<file path="src/nso_pkg.sv">
// Shared types, constants and tables for the separation offset block.
`default_nettype none
package nso_pkg;

    localparam int SPACING_BITS = 23;
    localparam int OUT_BITS     = 24;
    localparam int DIR_BITS     = 18;

    localparam logic [SPACING_BITS-1:0] SPACING_RESET = 23'd5243;
    localparam logic [63:0] POS_LIM = 64'd1 << SPACING_BITS;

    localparam logic [63:0] MIX_C1 = 64'h9E37_79B9_7F4A_7C15;
    localparam logic [63:0] MIX_C2 = 64'hBF58_476D_1CE4_E5B9;
    localparam logic [63:0] MIX_C3 = 64'h94D0_49BB_1331_11EB;
    localparam logic [31:0] PAIR_K1 = 32'h85EB_CA6B;
    localparam logic [31:0] PAIR_K2 = 32'hC2B2_AE35;
    localparam logic [31:0] PAIR_K3 = 32'h27D4_EB2F;

    localparam logic signed [33:0] CORDIC_GAIN_Q30 = 34'sd652032874;

    typedef enum logic [4:0] {
        S_IDLE, S_DEC, S_MSQX, S_MSQY, S_MSP, S_CHK, S_SQRT, S_DIVX, S_DIVY,
        S_PM1, S_PM2, S_H1, S_H2, S_CORD, S_STR, S_MULX, S_MULY, S_FIN,
        S_LSQX, S_LSQY, S_LSP, S_LCHK, S_LSQRT, S_LMX, S_LDX, S_LMY, S_LDY,
        S_EMIT
    } st_t;

    // Arctangent per step, 2^32 phase units per turn.
    function automatic logic [31:0] atan_turn(input logic [4:0] idx);
        logic [31:0] r;
        unique case (idx)
            5'd0:  r = 32'd536870912;
            5'd1:  r = 32'd316933406;
            5'd2:  r = 32'd167458907;
            5'd3:  r = 32'd85004756;
            5'd4:  r = 32'd42667331;
            5'd5:  r = 32'd21354465;
            5'd6:  r = 32'd10679838;
            5'd7:  r = 32'd5340245;
            5'd8:  r = 32'd2670163;
            5'd9:  r = 32'd1335087;
            5'd10: r = 32'd667544;
            5'd11: r = 32'd333772;
            5'd12: r = 32'd166886;
            5'd13: r = 32'd83443;
            5'd14: r = 32'd41722;
            5'd15: r = 32'd20861;
            5'd16: r = 32'd10430;
            5'd17: r = 32'd5215;
            5'd18: r = 32'd2608;
            5'd19: r = 32'd1304;
            5'd20: r = 32'd652;
            5'd21: r = 32'd326;
            5'd22: r = 32'd163;
            5'd23: r = 32'd81;
            default: r = 32'd0;
        endcase
        return r;
    endfunction

endpackage
`default_nettype wire

</file>
<file path="src/neighbor_separation_offset.sv">
// Top level: neighbor separation offset sequencer and its serial units.
// Per neighbor the path depends on the case: skipped, out of range, close, or an exact overlap,
// through the serial multiplier, divider, square root and CORDIC units as the case needs them.
// One item is in work at a time; the last item adds a final pass, with the clamp to the spacing
// when the sum exceeds it, and a hashed direction first on a cancelled sum.
// Reset (aresetn low, synchronous) clears sums, close flag, state, output valid, spacing 5243.
`default_nettype none
module neighbor_separation_offset #(
    parameter int POSITION_BITS = 24,
    parameter int CORDIC_STEPS  = 16
) (
    input  wire logic                               aclk,
    input  wire logic                               aresetn,
    input  wire logic                               cfg_we,
    input  wire logic [nso_pkg::SPACING_BITS-1:0]   cfg_wdata,
    input  wire logic                               s_valid,
    output logic                                    s_ready,
    input  wire logic [31:0]                        s_self_id,
    input  wire logic signed [POSITION_BITS-1:0]    s_self_x,
    input  wire logic signed [POSITION_BITS-1:0]    s_self_y,
    input  wire logic [31:0]                        s_neighbor_id,
    input  wire logic signed [POSITION_BITS-1:0]    s_neighbor_x,
    input  wire logic signed [POSITION_BITS-1:0]    s_neighbor_y,
    input  wire logic                               s_neighbor_valid,
    input  wire logic                               s_last_neighbor,
    output logic                                    m_valid,
    input  wire logic                               m_ready,
    output logic signed [nso_pkg::OUT_BITS-1:0]     m_offset_x,
    output logic signed [nso_pkg::OUT_BITS-1:0]     m_offset_y,
    output logic                                    m_any_close
);
    import nso_pkg::*;

    localparam int DW = POSITION_BITS + 1;

    st_t state_reg, state_next;

    logic [SPACING_BITS-1:0] sp_reg;
    logic [31:0]             sid_reg, sid_next, nid_reg, nid_next;
    logic                    nval_reg, nval_next, last_reg, last_next;
    logic signed [DW-1:0]    dx_reg, dx_next, dy_reg, dy_next;
    logic [63:0]             d2_reg, d2_next, sp2_reg, sp2_next, hx_reg, hx_next;
    logic [31:0]             dist_reg, dist_next, t_reg, t_next;
    logic [16:0]             str_reg, str_next;
    logic signed [32:0]      vx_reg, vx_next, vy_reg, vy_next;
    logic signed [31:0]      sum_x_reg, sum_x_next, sum_y_reg, sum_y_next;
    logic                    close_reg, close_next, neg_reg, neg_next;
    logic                    fin_reg, fin_next, go_reg, go_next;
    logic                    mv_reg, mv_next, mac_reg, mac_next;
    logic signed [OUT_BITS-1:0] mox_reg, mox_next, moy_reg, moy_next;

    logic        mul_start, mul_busy, div_start, div_busy;
    logic        sq_start, sq_busy, cor_start, cor_busy;
    logic [63:0] mul_a, mul_b, mul_p, div_num, div_q, sq_v;
    logic [31:0] div_den, sq_root, cor_phase, mix;
    logic signed [DIR_BITS-1:0] cor_c, cor_s;

    logic [DW-1:0] adx, ady;
    logic [32:0]   avx, avy;
    logic [63:0]   rnd;
    logic          proc, op_ok;

    function automatic logic signed [31:0] sat_add(input logic signed [31:0] s,
                                                   input logic neg,
                                                   input logic [31:0] m);
        logic signed [33:0] r;
        r = $signed({s[31], s[31], s});
        r = neg ? (r - $signed({2'b00, m})) : (r + $signed({2'b00, m}));
        if (r > 34'sd2147483647)       return 32'sh7FFF_FFFF;
        else if (r < -34'sd2147483648) return 32'sh8000_0000;
        else                           return r[31:0];
    endfunction

    nso_mul u_mul (.aclk, .aresetn, .start(mul_start), .a(mul_a), .b(mul_b),
                   .busy(mul_busy), .p(mul_p));
    nso_div u_div (.aclk, .aresetn, .start(div_start), .num(div_num), .den(div_den),
                   .busy(div_busy), .q(div_q));
    nso_sqrt u_sqrt (.aclk, .aresetn, .start(sq_start), .v(sq_v),
                     .busy(sq_busy), .root(sq_root));
    nso_cordic #(.CORDIC_STEPS(CORDIC_STEPS)) u_cordic (
        .aclk, .aresetn, .start(cor_start), .phase(cor_phase), .busy(cor_busy),
        .cos_q(cor_c), .sin_q(cor_s));

    assign adx  = dx_reg[DW-1] ? DW'(-dx_reg) : DW'(dx_reg);
    assign ady  = dy_reg[DW-1] ? DW'(-dy_reg) : DW'(dy_reg);
    assign avx  = vx_reg[32] ? 33'(-vx_reg) : 33'(vx_reg);
    assign avy  = vy_reg[32] ? 33'(-vy_reg) : 33'(vy_reg);
    assign proc = nval_reg && (nid_reg != sid_reg) &&
                  (64'(adx) < POS_LIM) && (64'(ady) < POS_LIM);
    assign rnd  = (mul_p + 64'd32768) >> 16;
    assign mix  = t_reg + mul_p[31:0] + PAIR_K3;
    assign cor_phase = hx_reg[31:0] ^ hx_reg[62:31];

    // Operation finished: the unit was launched and has gone quiet.
    always_comb begin
        unique case (state_reg)
            S_SQRT, S_LSQRT:                      op_ok = go_reg && !sq_busy;
            S_DIVX, S_DIVY, S_STR, S_LDX, S_LDY:  op_ok = go_reg && !div_busy;
            S_CORD:                               op_ok = go_reg && !cor_busy;
            default:                              op_ok = go_reg && !mul_busy;
        endcase
    end

    always_comb begin
        state_next = state_reg;
        unique case (state_reg)
            S_IDLE:  if (s_valid) state_next = S_DEC;
            S_DEC:   state_next = proc ? S_MSQX : (last_reg ? S_FIN : S_IDLE);
            S_MSQX:  if (op_ok) state_next = S_MSQY;
            S_MSQY:  if (op_ok) state_next = S_MSP;
            S_MSP:   if (op_ok) state_next = S_CHK;
            S_CHK: begin
                if (d2_reg < sp2_reg) state_next = (d2_reg == '0) ? S_PM1 : S_SQRT;
                else                  state_next = last_reg ? S_FIN : S_IDLE;
            end
            S_SQRT:  if (op_ok) state_next = S_DIVX;
            S_DIVX:  if (op_ok) state_next = S_DIVY;
            S_DIVY:  if (op_ok) state_next = S_STR;
            S_PM1:   if (op_ok) state_next = S_PM2;
            S_PM2:   if (op_ok) state_next = S_H1;
            S_H1:    if (op_ok) state_next = S_H2;
            S_H2:    if (op_ok) state_next = S_CORD;
            S_CORD:  if (op_ok) state_next = fin_reg ? S_LSQX : S_STR;
            S_STR:   if (op_ok) state_next = S_MULX;
            S_MULX:  if (op_ok) state_next = S_MULY;
            S_MULY:  if (op_ok) state_next = last_reg ? S_FIN : S_IDLE;
            S_FIN: begin
                if (close_reg && sum_x_reg == '0 && sum_y_reg == '0) state_next = S_H1;
                else                                                state_next = S_LSQX;
            end
            S_LSQX:  if (op_ok) state_next = S_LSQY;
            S_LSQY:  if (op_ok) state_next = S_LSP;
            S_LSP:   if (op_ok) state_next = S_LCHK;
            S_LCHK:  state_next = (d2_reg > sp2_reg) ? S_LSQRT : S_EMIT;
            S_LSQRT: if (op_ok) state_next = S_LMX;
            S_LMX:   if (op_ok) state_next = S_LDX;
            S_LDX:   if (op_ok) state_next = S_LMY;
            S_LMY:   if (op_ok) state_next = S_LDY;
            S_LDY:   if (op_ok) state_next = S_EMIT;
            S_EMIT:  if (!mv_reg || m_ready) state_next = S_IDLE;
            default: state_next = S_IDLE;
        endcase
    end

    always_comb begin
        sid_next = sid_reg;   nid_next = nid_reg;
        nval_next = nval_reg; last_next = last_reg;
        dx_next = dx_reg;     dy_next = dy_reg;
        d2_next = d2_reg;     sp2_next = sp2_reg;   hx_next = hx_reg;
        dist_next = dist_reg; t_next = t_reg;       str_next = str_reg;
        vx_next = vx_reg;     vy_next = vy_reg;
        sum_x_next = sum_x_reg; sum_y_next = sum_y_reg;
        close_next = close_reg; neg_next = neg_reg; fin_next = fin_reg;
        go_next = go_reg;
        mv_next = mv_reg && !m_ready;
        mac_next = mac_reg;   mox_next = mox_reg;   moy_next = moy_reg;
        s_ready = 1'b0;
        mul_start = 1'b0; div_start = 1'b0; sq_start = 1'b0; cor_start = 1'b0;
        mul_a = '0; mul_b = '0; div_num = '0; div_den = '0; sq_v = '0;

        // Launch the unit once on entry, then wait for it.
        unique case (state_reg)
            S_MSQX, S_MSQY, S_MSP, S_PM1, S_PM2, S_H1, S_H2, S_MULX, S_MULY,
            S_LSQX, S_LSQY, S_LSP, S_LMX, S_LMY: begin
                mul_start = !go_reg;
            end
            S_SQRT, S_LSQRT:                     sq_start  = !go_reg;
            S_DIVX, S_DIVY, S_STR, S_LDX, S_LDY: div_start = !go_reg;
            S_CORD:                              cor_start = !go_reg;
            default: ;
        endcase
        if (mul_start || sq_start || div_start || cor_start) go_next = 1'b1;
        if (op_ok) go_next = 1'b0;

        unique case (state_reg)
            S_IDLE: begin
                s_ready = 1'b1;
                if (s_valid) begin
                    sid_next  = s_self_id;
                    nid_next  = s_neighbor_id;
                    nval_next = s_neighbor_valid;
                    last_next = s_last_neighbor;
                    dx_next   = {s_self_x[POSITION_BITS-1], s_self_x}
                              - {s_neighbor_x[POSITION_BITS-1], s_neighbor_x};
                    dy_next   = {s_self_y[POSITION_BITS-1], s_self_y}
                              - {s_neighbor_y[POSITION_BITS-1], s_neighbor_y};
                    fin_next  = 1'b0;
                    go_next   = 1'b0;
                end
            end
            S_MSQX: begin
                mul_a = 64'(adx); mul_b = 64'(adx);
                if (op_ok) d2_next = mul_p;
            end
            S_MSQY: begin
                mul_a = 64'(ady); mul_b = 64'(ady);
                if (op_ok) d2_next = d2_reg + mul_p;
            end
            S_MSP, S_LSP: begin
                mul_a = 64'(sp_reg); mul_b = 64'(sp_reg);
                if (op_ok) sp2_next = mul_p;
            end
            S_CHK: begin
                if (d2_reg < sp2_reg) begin
                    close_next = 1'b1;
                    neg_next   = sid_reg > nid_reg;
                    dist_next  = '0;
                end
            end
            S_SQRT: begin
                sq_v = d2_reg;
                if (op_ok) dist_next = sq_root;
            end
            S_DIVX: begin
                div_num = 64'(adx) << 16; div_den = dist_reg;
                if (op_ok) vx_next = dx_reg[DW-1] ? -$signed({1'b0, div_q[31:0]})
                                                  : $signed({1'b0, div_q[31:0]});
            end
            S_DIVY: begin
                div_num = 64'(ady) << 16; div_den = dist_reg;
                if (op_ok) vy_next = dy_reg[DW-1] ? -$signed({1'b0, div_q[31:0]})
                                                  : $signed({1'b0, div_q[31:0]});
            end
            S_PM1: begin
                mul_a = 64'((sid_reg < nid_reg) ? sid_reg : nid_reg);
                mul_b = 64'(PAIR_K1);
                if (op_ok) t_next = mul_p[31:0];
            end
            S_PM2: begin
                mul_a = 64'((sid_reg < nid_reg) ? nid_reg : sid_reg);
                mul_b = 64'(PAIR_K2);
                if (op_ok) hx_next = 64'(mix) + MIX_C1;
            end
            S_H1: begin
                mul_a = hx_reg ^ (hx_reg >> 30); mul_b = MIX_C2;
                if (op_ok) hx_next = mul_p;
            end
            S_H2: begin
                mul_a = hx_reg ^ (hx_reg >> 27); mul_b = MIX_C3;
                if (op_ok) hx_next = mul_p;
            end
            S_CORD: begin
                if (op_ok) begin
                    if (neg_reg && !fin_reg) begin
                        vx_next = -33'(cor_c);
                        vy_next = -33'(cor_s);
                    end else begin
                        vx_next = 33'(cor_c);
                        vy_next = 33'(cor_s);
                    end
                end
            end
            S_STR: begin
                div_num = 64'(sp_reg - dist_reg[SPACING_BITS-1:0]) << 16;
                div_den = 32'(sp_reg);
                if (op_ok) str_next = div_q[16:0];
            end
            S_MULX: begin
                mul_a = 64'(avx); mul_b = 64'(str_reg);
                if (op_ok) sum_x_next = sat_add(sum_x_reg, vx_reg[32], rnd[31:0]);
            end
            S_MULY: begin
                mul_a = 64'(avy); mul_b = 64'(str_reg);
                if (op_ok) sum_y_next = sat_add(sum_y_reg, vy_reg[32], rnd[31:0]);
            end
            S_FIN: begin
                fin_next = 1'b1;
                go_next  = 1'b0;
                if (close_reg && sum_x_reg == '0 && sum_y_reg == '0) begin
                    hx_next = {32'd0, sid_reg} + MIX_C1;
                end else begin
                    vx_next = 33'(sum_x_reg);
                    vy_next = 33'(sum_y_reg);
                end
            end
            S_LSQX: begin
                mul_a = 64'(avx); mul_b = 64'(avx);
                if (op_ok) d2_next = mul_p;
            end
            S_LSQY: begin
                mul_a = 64'(avy); mul_b = 64'(avy);
                if (op_ok) d2_next = d2_reg + mul_p;
            end
            S_LSQRT: begin
                sq_v = d2_reg;
                if (op_ok) dist_next = sq_root;
            end
            S_LMX: begin
                mul_a = 64'(avx); mul_b = 64'(sp_reg);
                if (op_ok) hx_next = mul_p;
            end
            S_LDX: begin
                div_num = hx_reg; div_den = dist_reg;
                if (op_ok) vx_next = vx_reg[32] ? -$signed({1'b0, div_q[31:0]})
                                                : $signed({1'b0, div_q[31:0]});
            end
            S_LMY: begin
                mul_a = 64'(avy); mul_b = 64'(sp_reg);
                if (op_ok) hx_next = mul_p;
            end
            S_LDY: begin
                div_num = hx_reg; div_den = dist_reg;
                if (op_ok) vy_next = vy_reg[32] ? -$signed({1'b0, div_q[31:0]})
                                                : $signed({1'b0, div_q[31:0]});
            end
            S_EMIT: begin
                if (!mv_reg || m_ready) begin
                    mv_next    = 1'b1;
                    mox_next   = vx_reg[OUT_BITS-1:0];
                    moy_next   = vy_reg[OUT_BITS-1:0];
                    mac_next   = close_reg;
                    sum_x_next = '0;
                    sum_y_next = '0;
                    close_next = 1'b0;
                end
            end
            default: ;
        endcase
    end

    always_ff @(posedge aclk) begin
        if (!aresetn) begin
            state_reg <= S_IDLE;
            sp_reg    <= SPACING_RESET;
            sum_x_reg <= '0;
            sum_y_reg <= '0;
            close_reg <= 1'b0;
            go_reg    <= 1'b0;
            fin_reg   <= 1'b0;
            mv_reg    <= 1'b0;
        end else begin
            state_reg <= state_next;
            if (cfg_we) sp_reg <= cfg_wdata;
            sum_x_reg <= sum_x_next;
            sum_y_reg <= sum_y_next;
            close_reg <= close_next;
            go_reg    <= go_next;
            fin_reg   <= fin_next;
            mv_reg    <= mv_next;
        end
        sid_reg  <= sid_next;  nid_reg  <= nid_next;
        nval_reg <= nval_next; last_reg <= last_next;
        dx_reg   <= dx_next;   dy_reg   <= dy_next;
        d2_reg   <= d2_next;   sp2_reg  <= sp2_next;  hx_reg <= hx_next;
        dist_reg <= dist_next; t_reg    <= t_next;    str_reg <= str_next;
        vx_reg   <= vx_next;   vy_reg   <= vy_next;   neg_reg <= neg_next;
        mac_reg  <= mac_next;  mox_reg  <= mox_next;  moy_reg <= moy_next;
    end

    assign m_valid     = mv_reg;
    assign m_offset_x  = mox_reg;
    assign m_offset_y  = moy_reg;
    assign m_any_close = mac_reg;

`ifndef SYNTHESIS
    a_far_is_zero: assert property (@(posedge aclk) disable iff (!aresetn)
        m_valid && !m_any_close |-> m_offset_x == '0 && m_offset_y == '0)
        else $error("offset nonzero without a close neighbor");
    a_sum_needs_close: assert property (@(posedge aclk) disable iff (!aresetn)
        !close_reg |-> sum_x_reg == '0 && sum_y_reg == '0)
        else $error("sum moved without a close neighbor");
    a_accept_leaves_idle: assert property (@(posedge aclk) disable iff (!aresetn)
        s_valid && s_ready |=> state_reg == S_DEC)
        else $error("transfer did not start work");
    a_ready_only_idle: assert property (@(posedge aclk) disable iff (!aresetn)
        s_ready |-> !go_reg)
        else $error("input ready while a unit is launched");
`endif
endmodule
`default_nettype wire

</file>
<file path="src/nso_mul.sv">
// Bit-serial shift-add multiplier, low 64 bits of the product.
`default_nettype none
module nso_mul (
    input  wire logic        aclk,
    input  wire logic        aresetn,
    input  wire logic        start,
    input  wire logic [63:0] a,
    input  wire logic [63:0] b,
    output logic             busy,
    output logic [63:0]      p
);
    logic [63:0] a_reg, a_next, b_reg, b_next, p_reg, p_next;
    logic        busy_reg, busy_next;

    always_comb begin
        a_next    = a_reg;
        b_next    = b_reg;
        p_next    = p_reg;
        busy_next = busy_reg;
        if (start) begin
            a_next    = a;
            b_next    = b;
            p_next    = '0;
            busy_next = 1'b1;
        end else if (busy_reg) begin
            if (b_reg == '0) begin
                busy_next = 1'b0;
            end else begin
                if (b_reg[0]) p_next = p_reg + a_reg;
                a_next = {a_reg[62:0], 1'b0};
                b_next = {1'b0, b_reg[63:1]};
            end
        end
    end

    always_ff @(posedge aclk) begin
        if (!aresetn) busy_reg <= 1'b0;
        else          busy_reg <= busy_next;
        a_reg <= a_next;
        b_reg <= b_next;
        p_reg <= p_next;
    end

    assign busy = busy_reg;
    assign p    = p_reg;
endmodule
`default_nettype wire

</file>
<file path="src/nso_div.sv">
// Restoring divider, one quotient bit per cycle, 64 by 32 bits.
`default_nettype none
module nso_div (
    input  wire logic        aclk,
    input  wire logic        aresetn,
    input  wire logic        start,
    input  wire logic [63:0] num,
    input  wire logic [31:0] den,
    output logic             busy,
    output logic [63:0]      q
);
    logic [63:0] q_reg, q_next;
    logic [31:0] r_reg, r_next, d_reg, d_next;
    logic [5:0]  cnt_reg, cnt_next;
    logic        busy_reg, busy_next;
    logic [32:0] sh;

    always_comb begin
        q_next    = q_reg;
        r_next    = r_reg;
        d_next    = d_reg;
        cnt_next  = cnt_reg;
        busy_next = busy_reg;
        sh        = {r_reg, q_reg[63]};
        if (start) begin
            q_next    = num;
            r_next    = '0;
            d_next    = den;
            cnt_next  = '0;
            busy_next = 1'b1;
        end else if (busy_reg) begin
            if (sh >= {1'b0, d_reg}) begin
                r_next = 32'(sh - {1'b0, d_reg});
                q_next = {q_reg[62:0], 1'b1};
            end else begin
                r_next = sh[31:0];
                q_next = {q_reg[62:0], 1'b0};
            end
            cnt_next = cnt_reg + 6'd1;
            if (cnt_reg == 6'd63) busy_next = 1'b0;
        end
    end

    always_ff @(posedge aclk) begin
        if (!aresetn) busy_reg <= 1'b0;
        else          busy_reg <= busy_next;
        q_reg   <= q_next;
        r_reg   <= r_next;
        d_reg   <= d_next;
        cnt_reg <= cnt_next;
    end

    assign busy = busy_reg;
    assign q    = q_reg;
endmodule
`default_nettype wire

</file>
<file path="src/nso_sqrt.sv">
// Digit-by-digit integer square root, one root bit per cycle.
`default_nettype none
module nso_sqrt (
    input  wire logic        aclk,
    input  wire logic        aresetn,
    input  wire logic        start,
    input  wire logic [63:0] v,
    output logic             busy,
    output logic [31:0]      root
);
    logic [63:0] v_reg, v_next;
    logic [31:0] rt_reg, rt_next;
    logic [33:0] rem_reg, rem_next;
    logic [4:0]  cnt_reg, cnt_next;
    logic        busy_reg, busy_next;
    logic [33:0] cur, trial;

    always_comb begin
        v_next    = v_reg;
        rt_next   = rt_reg;
        rem_next  = rem_reg;
        cnt_next  = cnt_reg;
        busy_next = busy_reg;
        cur       = {rem_reg[31:0], v_reg[63:62]};
        trial     = {rt_reg, 2'b01};
        if (start) begin
            v_next    = v;
            rt_next   = '0;
            rem_next  = '0;
            cnt_next  = '0;
            busy_next = 1'b1;
        end else if (busy_reg) begin
            if (cur >= trial) begin
                rem_next = cur - trial;
                rt_next  = {rt_reg[30:0], 1'b1};
            end else begin
                rem_next = cur;
                rt_next  = {rt_reg[30:0], 1'b0};
            end
            v_next   = {v_reg[61:0], 2'b00};
            cnt_next = cnt_reg + 5'd1;
            if (cnt_reg == 5'd31) busy_next = 1'b0;
        end
    end

    always_ff @(posedge aclk) begin
        if (!aresetn) busy_reg <= 1'b0;
        else          busy_reg <= busy_next;
        v_reg   <= v_next;
        rt_reg  <= rt_next;
        rem_reg <= rem_next;
        cnt_reg <= cnt_next;
    end

    assign busy = busy_reg;
    assign root = rt_reg;
endmodule
`default_nettype wire

</file>
<file path="src/nso_cordic.sv">
// Iterative rotation CORDIC: phase to Q.16 cosine and sine.
`default_nettype none
module nso_cordic #(
    parameter int CORDIC_STEPS = 16
) (
    input  wire logic                                aclk,
    input  wire logic                                aresetn,
    input  wire logic                                start,
    input  wire logic [31:0]                         phase,
    output logic                                     busy,
    output logic signed [nso_pkg::DIR_BITS-1:0]      cos_q,
    output logic signed [nso_pkg::DIR_BITS-1:0]      sin_q
);
    import nso_pkg::*;

    localparam int IW = (CORDIC_STEPS > 1) ? $clog2(CORDIC_STEPS) : 1;

    logic signed [33:0] x_reg, x_next, y_reg, y_next, z_reg, z_next;
    logic [IW-1:0]      i_reg, i_next;
    logic               flip_reg, flip_next, busy_reg, busy_next;
    logic [31:0]        p_plus, p_adj;
    logic signed [33:0] xs, ys, at, xr, yr;
    logic signed [DIR_BITS-1:0] xc, yc;

    always_comb begin
        x_next    = x_reg;
        y_next    = y_reg;
        z_next    = z_reg;
        i_next    = i_reg;
        flip_next = flip_reg;
        busy_next = busy_reg;
        p_plus    = phase + 32'h4000_0000;
        p_adj     = p_plus[31] ? (phase - 32'h8000_0000) : phase;
        xs        = x_reg >>> i_reg;
        ys        = y_reg >>> i_reg;
        at        = $signed({2'b00, atan_turn(5'(i_reg))});
        if (start) begin
            flip_next = p_plus[31];
            z_next    = $signed({{2{p_adj[31]}}, p_adj});
            x_next    = CORDIC_GAIN_Q30;
            y_next    = '0;
            i_next    = '0;
            busy_next = 1'b1;
        end else if (busy_reg) begin
            if (!z_reg[33]) begin
                x_next = x_reg - ys;
                y_next = y_reg + xs;
                z_next = z_reg - at;
            end else begin
                x_next = x_reg + ys;
                y_next = y_reg - xs;
                z_next = z_reg + at;
            end
            i_next = i_reg + 1'b1;
            if (i_reg == IW'(CORDIC_STEPS - 1)) busy_next = 1'b0;
        end
    end

    always_ff @(posedge aclk) begin
        if (!aresetn) busy_reg <= 1'b0;
        else          busy_reg <= busy_next;
        x_reg    <= x_next;
        y_reg    <= y_next;
        z_reg    <= z_next;
        i_reg    <= i_next;
        flip_reg <= flip_next;
    end

    // Round Q.30 to Q.16, then undo the half-turn fold.
    assign xr    = (x_reg + 34'sd8192) >>> 14;
    assign yr    = (y_reg + 34'sd8192) >>> 14;
    assign xc    = xr[DIR_BITS-1:0];
    assign yc    = yr[DIR_BITS-1:0];
    assign cos_q = flip_reg ? -xc : xc;
    assign sin_q = flip_reg ? -yc : yc;
    assign busy  = busy_reg;
endmodule
`default_nettype wire
</file>
<file path="config.mk">
export PLATFORM = sky130hd
export DESIGN_NAME = neighbor_separation_offset
export DESIGN_NICKNAME = d
export VERILOG_FILES = /design/src/nso_pkg.sv /design/src/neighbor_separation_offset.sv /design/src/nso_mul.sv /design/src/nso_div.sv /design/src/nso_sqrt.sv /design/src/nso_cordic.sv
export SDC_FILE = /design/constraint.sdc
export NUM_CORES = 2
export LEC_CHECK = 0
export BUFFER_PORTS_ARGS = -buffer_cell sky130_fd_sc_hd__buf_2
export CAP_MARGIN = 20
export CORE_MARGIN = 2
export CORE_UTILIZATION = 62
export CTS_CLUSTER_DIAMETER = 150
export DETAILED_ROUTE_END_ITERATION = 8
export PLACE_DENSITY = 0.86
export REMOVE_ABC_BUFFERS = 1
export SKIP_LAST_GASP = 1
export SLEW_MARGIN = 0
export SYNTH_ARGS = -nofsm -noshare
export SYNTH_HDL_FRONTEND = slang
export SYNTH_SLANG_ARGS = --single-unit
</file>
<file path="constraint.sdc">
create_clock -name aclk -period 13.05 [get_ports aclk]
set_input_delay 0.6525 -clock aclk [delete_from_list [all_inputs] [get_ports aclk]]
set_output_delay 0.6525 -clock aclk [all_outputs]
set_load 0.005 [all_outputs]
</file>
Word level (Yosys, flattened, before mapping). Memories as Yosys holds them, arrays and structs flattened. A register that Yosys moved wholly into a read port is not among the register bits. Cells that the tools add are included.

Register bits after elaboration: 1171. Input port bits: 190. Memories kept: 1. Word-level logic and storage cells: 370. Memory bits (read-only): 480.

Multiplexer cells: 132. $lt $le $gt $ge: 12. Bitwise gates (word level): 4. Add/subtract/negate cells: 38. Eq/ne operators: 63. Reduce and logical (&&, ||, !) cells: 72. Shift-type cells: 2.

Memories: (name not given) (words 16, bits a word 30, read ports 1, clocked after Yosys merged registers in 1, wr ports 0, line nso_pkg.sv:31) `unique case (idx)`.

Operator list (number): $mux 64 (15); $pmux 64 s10 (1); $pmux 64 s9 (1); $mux 33 (16); $mux 32 (14); $pmux 33 s4 (2); $pmux 32 s2 (4); $pmux 64 s4 (1); $mux 34 (7); $pmux 64 s3 (1); $mux 5 (29); $pmux 5 s28 (1); $add 32x64->64 const B (2); $add 64x64->64 (2); $logic_not 64->1 (2); $pmux 64 s2 (1); $add 32x33->34 (2); $add 34x34->34 (2); $gt 34x32->1 const B (2); $lt 34x32->1 const B (2); $sshr 34x4->34 (2); $sub 32x33->34 (2); $sub 34x34->34 (2); $neg 18->33 (2); 63 further kinds (208).

Depth between registers and ports, before layout.
Depth in word-level cells: 10. Depth in mapped cells: 32. Gate-level depth less buffers: 26.

Hierarchy. From an unflattened synthesis, not the netlist that was laid out.

Cell total of the unflattened synthesis: 10548. Area, all modules: 94329.2 sq um.

By module, submodules not included: neighbor_separation_offset (sequential area each 17086.4 sq um, cells an instance 5744, area each 50015.5 sq um, times used 1); nso_cordic (sequential area each 3113.0 sq um, cells an instance 2262, area each 17700.7 sq um, times used 1); nso_mul (sequential area each 5144.9 sq um, cells an instance 1142, area each 11661.2 sq um, times used 1); nso_div (sequential area each 3663.5 sq um, cells an instance 687, area each 7517.2 sq um, times used 1); nso_sqrt (sequential area each 3323.2 sq um, cells an instance 713, area each 7434.6 sq um, times used 1).

Worst setup path after synthesis. No wires, ideal clock.

Path type: flip-flop to flip-flop. Start: register state_reg[2]. End: register hx_reg[0], enable pin. Library setup time: 0.574 ns. Arrival time: 6.815 ns. Slack: 5.661 ns. Cell stages (with the launch flop): 10. Path through: dfxtp_1 > clkbuf_1 > nor3_1 > nand3_1 > clkbuf_1 > clkbuf_1 > buf_1 > clkbuf_1 > nand2b_1 > o21ai_0.

Longest elaborated chain between the ends: 5. Elaborated cells between the ends (all ways): 23. Classes of those cells: eq/ne (17); mux (1); reduce/logical (5).

RTL lines: start, declared (line neighbor_separation_offset.sv:36) `st_t state_reg, state_next;`; start signal, assigned (line neighbor_separation_offset.sv:332) `state_reg <= state_next;`; $eq 5x5->1 (tied with other cells) (line neighbor_separation_offset.sv:96) `unique case (state_reg)`; $reduce_or 5->1 / $reduce_or 2->1 (equally long branches); $pmux 1 s3 (line neighbor_separation_offset.sv:96); $ne 2x1->1 (no source line) / $ne 2x2->1 (equally long branches); $reduce_and 4->1 (no source line) (*); end signal, assigned (line neighbor_separation_offset.sv:344) `d2_reg <= d2_next; sp2_reg <= sp2_next; hx_reg <= hx_next;`; end, declared (line neighbor_separation_offset.sv:42) `logic [63:0] d2_reg, d2_next, sp2_reg, sp2_next, hx_reg, hx_next;`.

Every way passes the cells marked *; elsewhere a longest branch is shown, timed or not. A chain may end at the register's enable or synchronous reset.

Final worst setup path.
Start: register u_mul.p_reg[18] (netlist: u_mul.p[18]). End: register sum_y_reg[3].

Longest elaborated chain between the ends: 8. Elaborated cells between the ends (all ways): 10. Classes of those cells: add/sub (3); order compare (2); mux (5).

RTL lines: start, declared (line nso_mul.sv:12) `logic [63:0] a_reg, a_next, b_reg, b_next, p_reg, p_next;`; start signal, assigned (line nso_mul.sv:41) `p_reg <= p_next;`; $add 48x16->48 (*) (line neighbor_separation_offset.sv:90) `assign rnd = (mul_p + 64'd32768) >> 16;`; $add 32x33->34 / $sub 32x33->34 (equally long branches) (line neighbor_separation_offset.sv:68) `r = neg ? (r - $signed({2'b00, m})) : (r + $signed({2'b00, m}));`; $mux 34 (*) (line neighbor_separation_offset.sv:68); $lt 34x32->1 (line neighbor_separation_offset.sv:70) `else if (r < -34'sd2147483648) return 32'sh8000_0000;`; $mux 32 (line neighbor_separation_offset.sv:70); $mux 32 (*) (line neighbor_separation_offset.sv:69) `if (r > 34'sd2147483647) return 32'sh7FFF_FFFF;`; $mux 32 (*) (line neighbor_separation_offset.sv:264) `if (op_ok) sum_y_next = sat_add(sum_y_reg, vy_reg[32], rnd[31:0]);`; $pmux 32 s2 (*) (line neighbor_separation_offset.sv:175) `unique case (state_reg)`; end signal, assigned (line neighbor_separation_offset.sv:335) `sum_y_reg <= sum_y_next;`; end, declared (line neighbor_separation_offset.sv:46) `logic signed [31:0] sum_x_reg, sum_x_next, sum_y_reg, sum_y_next;`.

Every way passes the cells marked *; elsewhere a longest branch is shown, timed or not. The select of a mux whose other input is x is not followed.

==> impl_metrics.env <==
export IMPL_post_cts_buffers=0
export IMPL_initial_core_util_pct=62.51
export IMPL_finalSetupTns_ns=0
export IMPL_path_class="register to register"
export IMPL_combPwrFrac_pct=50.6
export IMPL_fin_nets=11240
export IMPL_cts_clk_slew_worst_paths_ns=0.06
export IMPL_rsz0062_at_grt="no"
export IMPL_die_w_um=387.3
export IMPL_async_flop_share_pct=0
export IMPL_critPathArrivalTime_ns=8.10
export IMPL_yosys_warnings=0
export IMPL_yosysSeqAreaShare_pct=35.49
export IMPL_grt_overflow=0
export IMPL_sw_frac_of_total_pct=45.18
export IMPL_regToRegSetupSlack_ns=5.67
export IMPL_fin_cells=12460
export IMPL_drv_slew=0
export IMPL_hp_class="primary input to register"
export IMPL_fin_ws_ns=5.675
export IMPL_post_drt_wl_per_cell_um=27.52
export IMPL_cts_buffers=139
export IMPL_peakVddDrop_v=0.0002079
export IMPL_wl_met2_um=146300
export IMPL_yosys_register_bits=1201
export IMPL_io_pins=241
export IMPL_power_internal_uw=11090
export IMPL_p_seq_share_pct=28.7
export IMPL_mappedNetlistArea_um2=91100
export IMPL_leakagePower_uw=0.04047
export IMPL_clock_power_share_pct=20.7
export IMPL_gp_congestion=1.078
export IMPL_root_buffer="clkbuf_16"
export IMPL_pre_cts_slack_ns=5.735
export IMPL_cts_sinks=1201
export IMPL_max_slew_margin_pct=16.83
export IMPL_min_period_ns=7.375
export IMPL_synth_edf_count=828
export IMPL_crit_required_ns=13.78
export IMPL_vias=85540
export IMPL_grt_pass1_wl_um=503100
export IMPL_area_growth_pct=8.609
export IMPL_worst_slew_pin_slew_ns=1.235
export IMPL_die_h_um=387.3
export IMPL_drive_above_1_share_pct=8.100
export IMPL_first_global_vias=79620
export IMPL_drtIter0Drc=11730
export IMPL_grt_max_degree=93
export IMPL_track_usage_pct=44.05
export IMPL_ctsLongestPathBuffers=3
export IMPL_coreArea_um2=145700
export IMPL_period_share_pct=56.51
export IMPL_wl_met3_um=41290
export IMPL_finalHoldViolations=0
export IMPL_cap_viol_max_count=0
export IMPL_port_buffer_count=240
export IMPL_cts_tree="built"
export IMPL_ys_types=106
export IMPL_cts_htree_levels=4
export IMPL_finalPower_uw=20230
export IMPL_drt_pass1_iterations=9
export IMPL_p_per_area_nw_per_um2=204.4
export IMPL_clk_latency_ns=0.82
export IMPL_top_layer="met5"
export IMPL_route_final_wire_length_um=342900
export IMPL_violations="DRC"
export IMPL_wl_met1_um=131000
export IMPL_outcome="complete, but fails checks"
export IMPL_post_route_util_pct=67.89
export IMPL_ant_nets=0
export IMPL_cp_max_fo=16
export IMPL_syn_avg_cell_area_um2=8.706
export IMPL_finalSetupViolations=0
export IMPL_power_switching_uw=9138
export IMPL_max_freq_ghz=0.1356
export IMPL_drc_errors=6
export IMPL_dp_cells=12190
export IMPL_critPathLaunchType="register"
export IMPL_detailed_place_hpwl_um=258100
export IMPL_antenna_found_initial=12
export IMPL_critPathCaptureType="register"
export IMPL_num_rows=140
export IMPL_synthCells=10460
export IMPL_vias_per_cell=6.864
export IMPL_dieArea_um2=150000
export IMPL_clock_skew_ns=0.04713
export IMPL_ys_flop_type="edfxtp_1"
## synthesized netlist by cell type, types with 42 or more instances
cell / count / area (um2)
buf_2: 42 / 210.2
o21ai_0: 638 / 3193
a211oi_1: 99 / 743.2
xor2_1: 516 / 4519
a21o_1: 236 / 1772
nor2_1: 803 / 3014
inv_1: 523 / 1963
a21oi_1: 799 / 3999
nor3_1: 158 / 790.8
nand2_1: 1364 / 5120
o211ai_1: 43 / 322.8
or3_1: 80 / 500.5
nand4_1: 116 / 725.7
clkbuf_1: 468 / 1757
o31ai_1: 76 / 570.6
o221ai_1: 83 / 727.0
and3_1: 82 / 513.0
dfxtp_1: 373 / 7467
o21a_1: 92 / 690.7
mux4_2: 62 / 1396
nand2b_1: 120 / 750.7
a221oi_1: 77 / 674.4
a31oi_1: 108 / 675.7
a221o_1: 65 / 650.6
nor2b_1: 93 / 581.8
nor4_1: 85 / 531.8
o21bai_1: 84 / 630.6
edfxtp_1: 828 / 24860
buf_1: 68 / 255.2
nand3_1: 218 / 1091
xnor2_1: 445 / 3897
ha_1: 613 / 7670
and2_1: 81 / 506.7
mux2i_1: 189 / 1892
o22ai_1: 95 / 594.3
## final cells by class
cell class | instances | area, um2
Clock inverter | 74 | 975.9
Clock buffer | 183 | 3920
Multi-Input combinational cell | 8150 | 54730
Antenna cell | 2 | 5.005
Inverter | 527 | 1988
Sequential cell | 1201 | 32350
Tap cell | 1917 | 2399
Fill cell | 11200 | 46800
Timing Repair Buffer | 408 | 2576
## power groups by stage
| stage | Clock, uW | Sequential, uW | Combinational, uW |
|---|---|---|---|
| after global routing | 4330 | 5820 | 10900 |
| after detailed placement | 0 | 5810 | 9790 |
| after global placement | 0 | 5790 | 9580 |
| after CTS | 4190 | 5750 | 9900 |
| final | 4190 | 5800 | 10200 |
| after floorplan | 0 | 5660 | 6660 |
## cells in the final DEF (no fill, tap or decap), types with 30 or more instances in the layout
| cell | count |
|---|---|
| o21ai_1 | 31 |
| or4_1 | 34 |
| nand4_1 | 116 |
| clkbuf_16 | 144 |
| inv_1 | 518 |
| or3_1 | 78 |
| xnor2_1 | 445 |
| mux4_2 | 62 |
| nand3_1 | 215 |
| xor2_1 | 516 |
| mux2i_1 | 187 |
| nor2b_1 | 92 |
| nand2_1 | 1360 |
| a221o_1 | 65 |
| ha_1 | 613 |
| a211o_1 | 38 |
| nand2b_1 | 119 |
| a221oi_1 | 77 |
| nor2_1 | 794 |
| edfxtp_1 | 828 |
| o21bai_1 | 83 |
| and3_1 | 82 |
| o31ai_1 | 75 |
| o211ai_1 | 43 |
| a211oi_1 | 99 |
| a21o_1 | 236 |
| nor4_1 | 83 |
| buf_4 | 150 |
| o21ai_0 | 635 |
| o221ai_1 | 83 |
| dfxtp_1 | 366 |
| and2_1 | 80 |
| o22ai_1 | 95 |
| or2_2 | 30 |
| nor3_1 | 152 |
| a31oi_1 | 108 |
| o21a_1 | 91 |
| buf_2 | 240 |
| a21oi_1 | 799 |
## stage by stage
step                      hold WS (ns)  area (um2)
final                          0.03265       98940
after global routing           0.01606       98930
after CTS                     0.003930       98840
after detailed placement        0.4805       93850
after global placement          0.4668       93750
after floorplan                 0.4228       88790
## worst paths after layout
kind / cells past startpoint / startpoint / end
setup / recovery: 20 / u_mul.p[18]$_SDFFE_PP0P_ / sum_y_reg[3]$_SDFFE_PN0P_
hold / removal: 1 / s_self_id[18] / sid_reg[18]$_DFFE_PP_
setup reg to reg: 20 / u_mul.p[18]$_SDFFE_PP0P_ / sum_y_reg[3]$_SDFFE_PN0P_
hold reg to reg: 2 / u_div.r_reg[16]$_SDFFE_PP0P_ / u_div.r_reg[16]$_SDFFE_PP0P_
## metal layers
layer	global-route usage, %	vias up
met5	0	-
met4	26.02	14
met3	9.619	1007
met2	66.40	5647
met1	58.25	40820
li1	-	38050
## worst max-delay path, stage by stage, from the launching register on
cell      delay [ns]
dfxtp_1         0.75
nand4_1         0.60
nor4_2          1.01
nand2_1         0.22
o22ai_1         0.28
nand4_1         0.22
nor2_1          0.31
and3_1          0.24
nor2_1          0.06
xor2_1          0.17
ha_1            0.39
and3_1          0.20
nand2b_1        0.08
nor4b_1         0.43
o31a_1          0.31
a211oi_1        0.16
o21ai_1         0.29
xnor3_1         0.45
a21oi_2         0.33
and2_1          0.55
a221o_1         0.24
## repair_timing
item / in CTS / in global routing
endpoints found under the setup margin: 0 / 0
resized for setup: 0 / 0
endpoints found under the hold margin: 10 / 0
hold buffers: 10 / 0
## kinds of logic after synthesis
logic type / Yosys count / share of synthesized area [%]
xor gates and xnor gates: 962 / 9.264
DFF: 1201 / 35.49
AOI/OAI and AO/OA: 2882 / 20.40
adders and majority gates: 625 / 8.683
and+or+nand+nor: 3391 / 17.21
muxes: 290 / 4.240
buffers and inverters: 1113 / 4.710
Power figures use the tool's default switching activity.
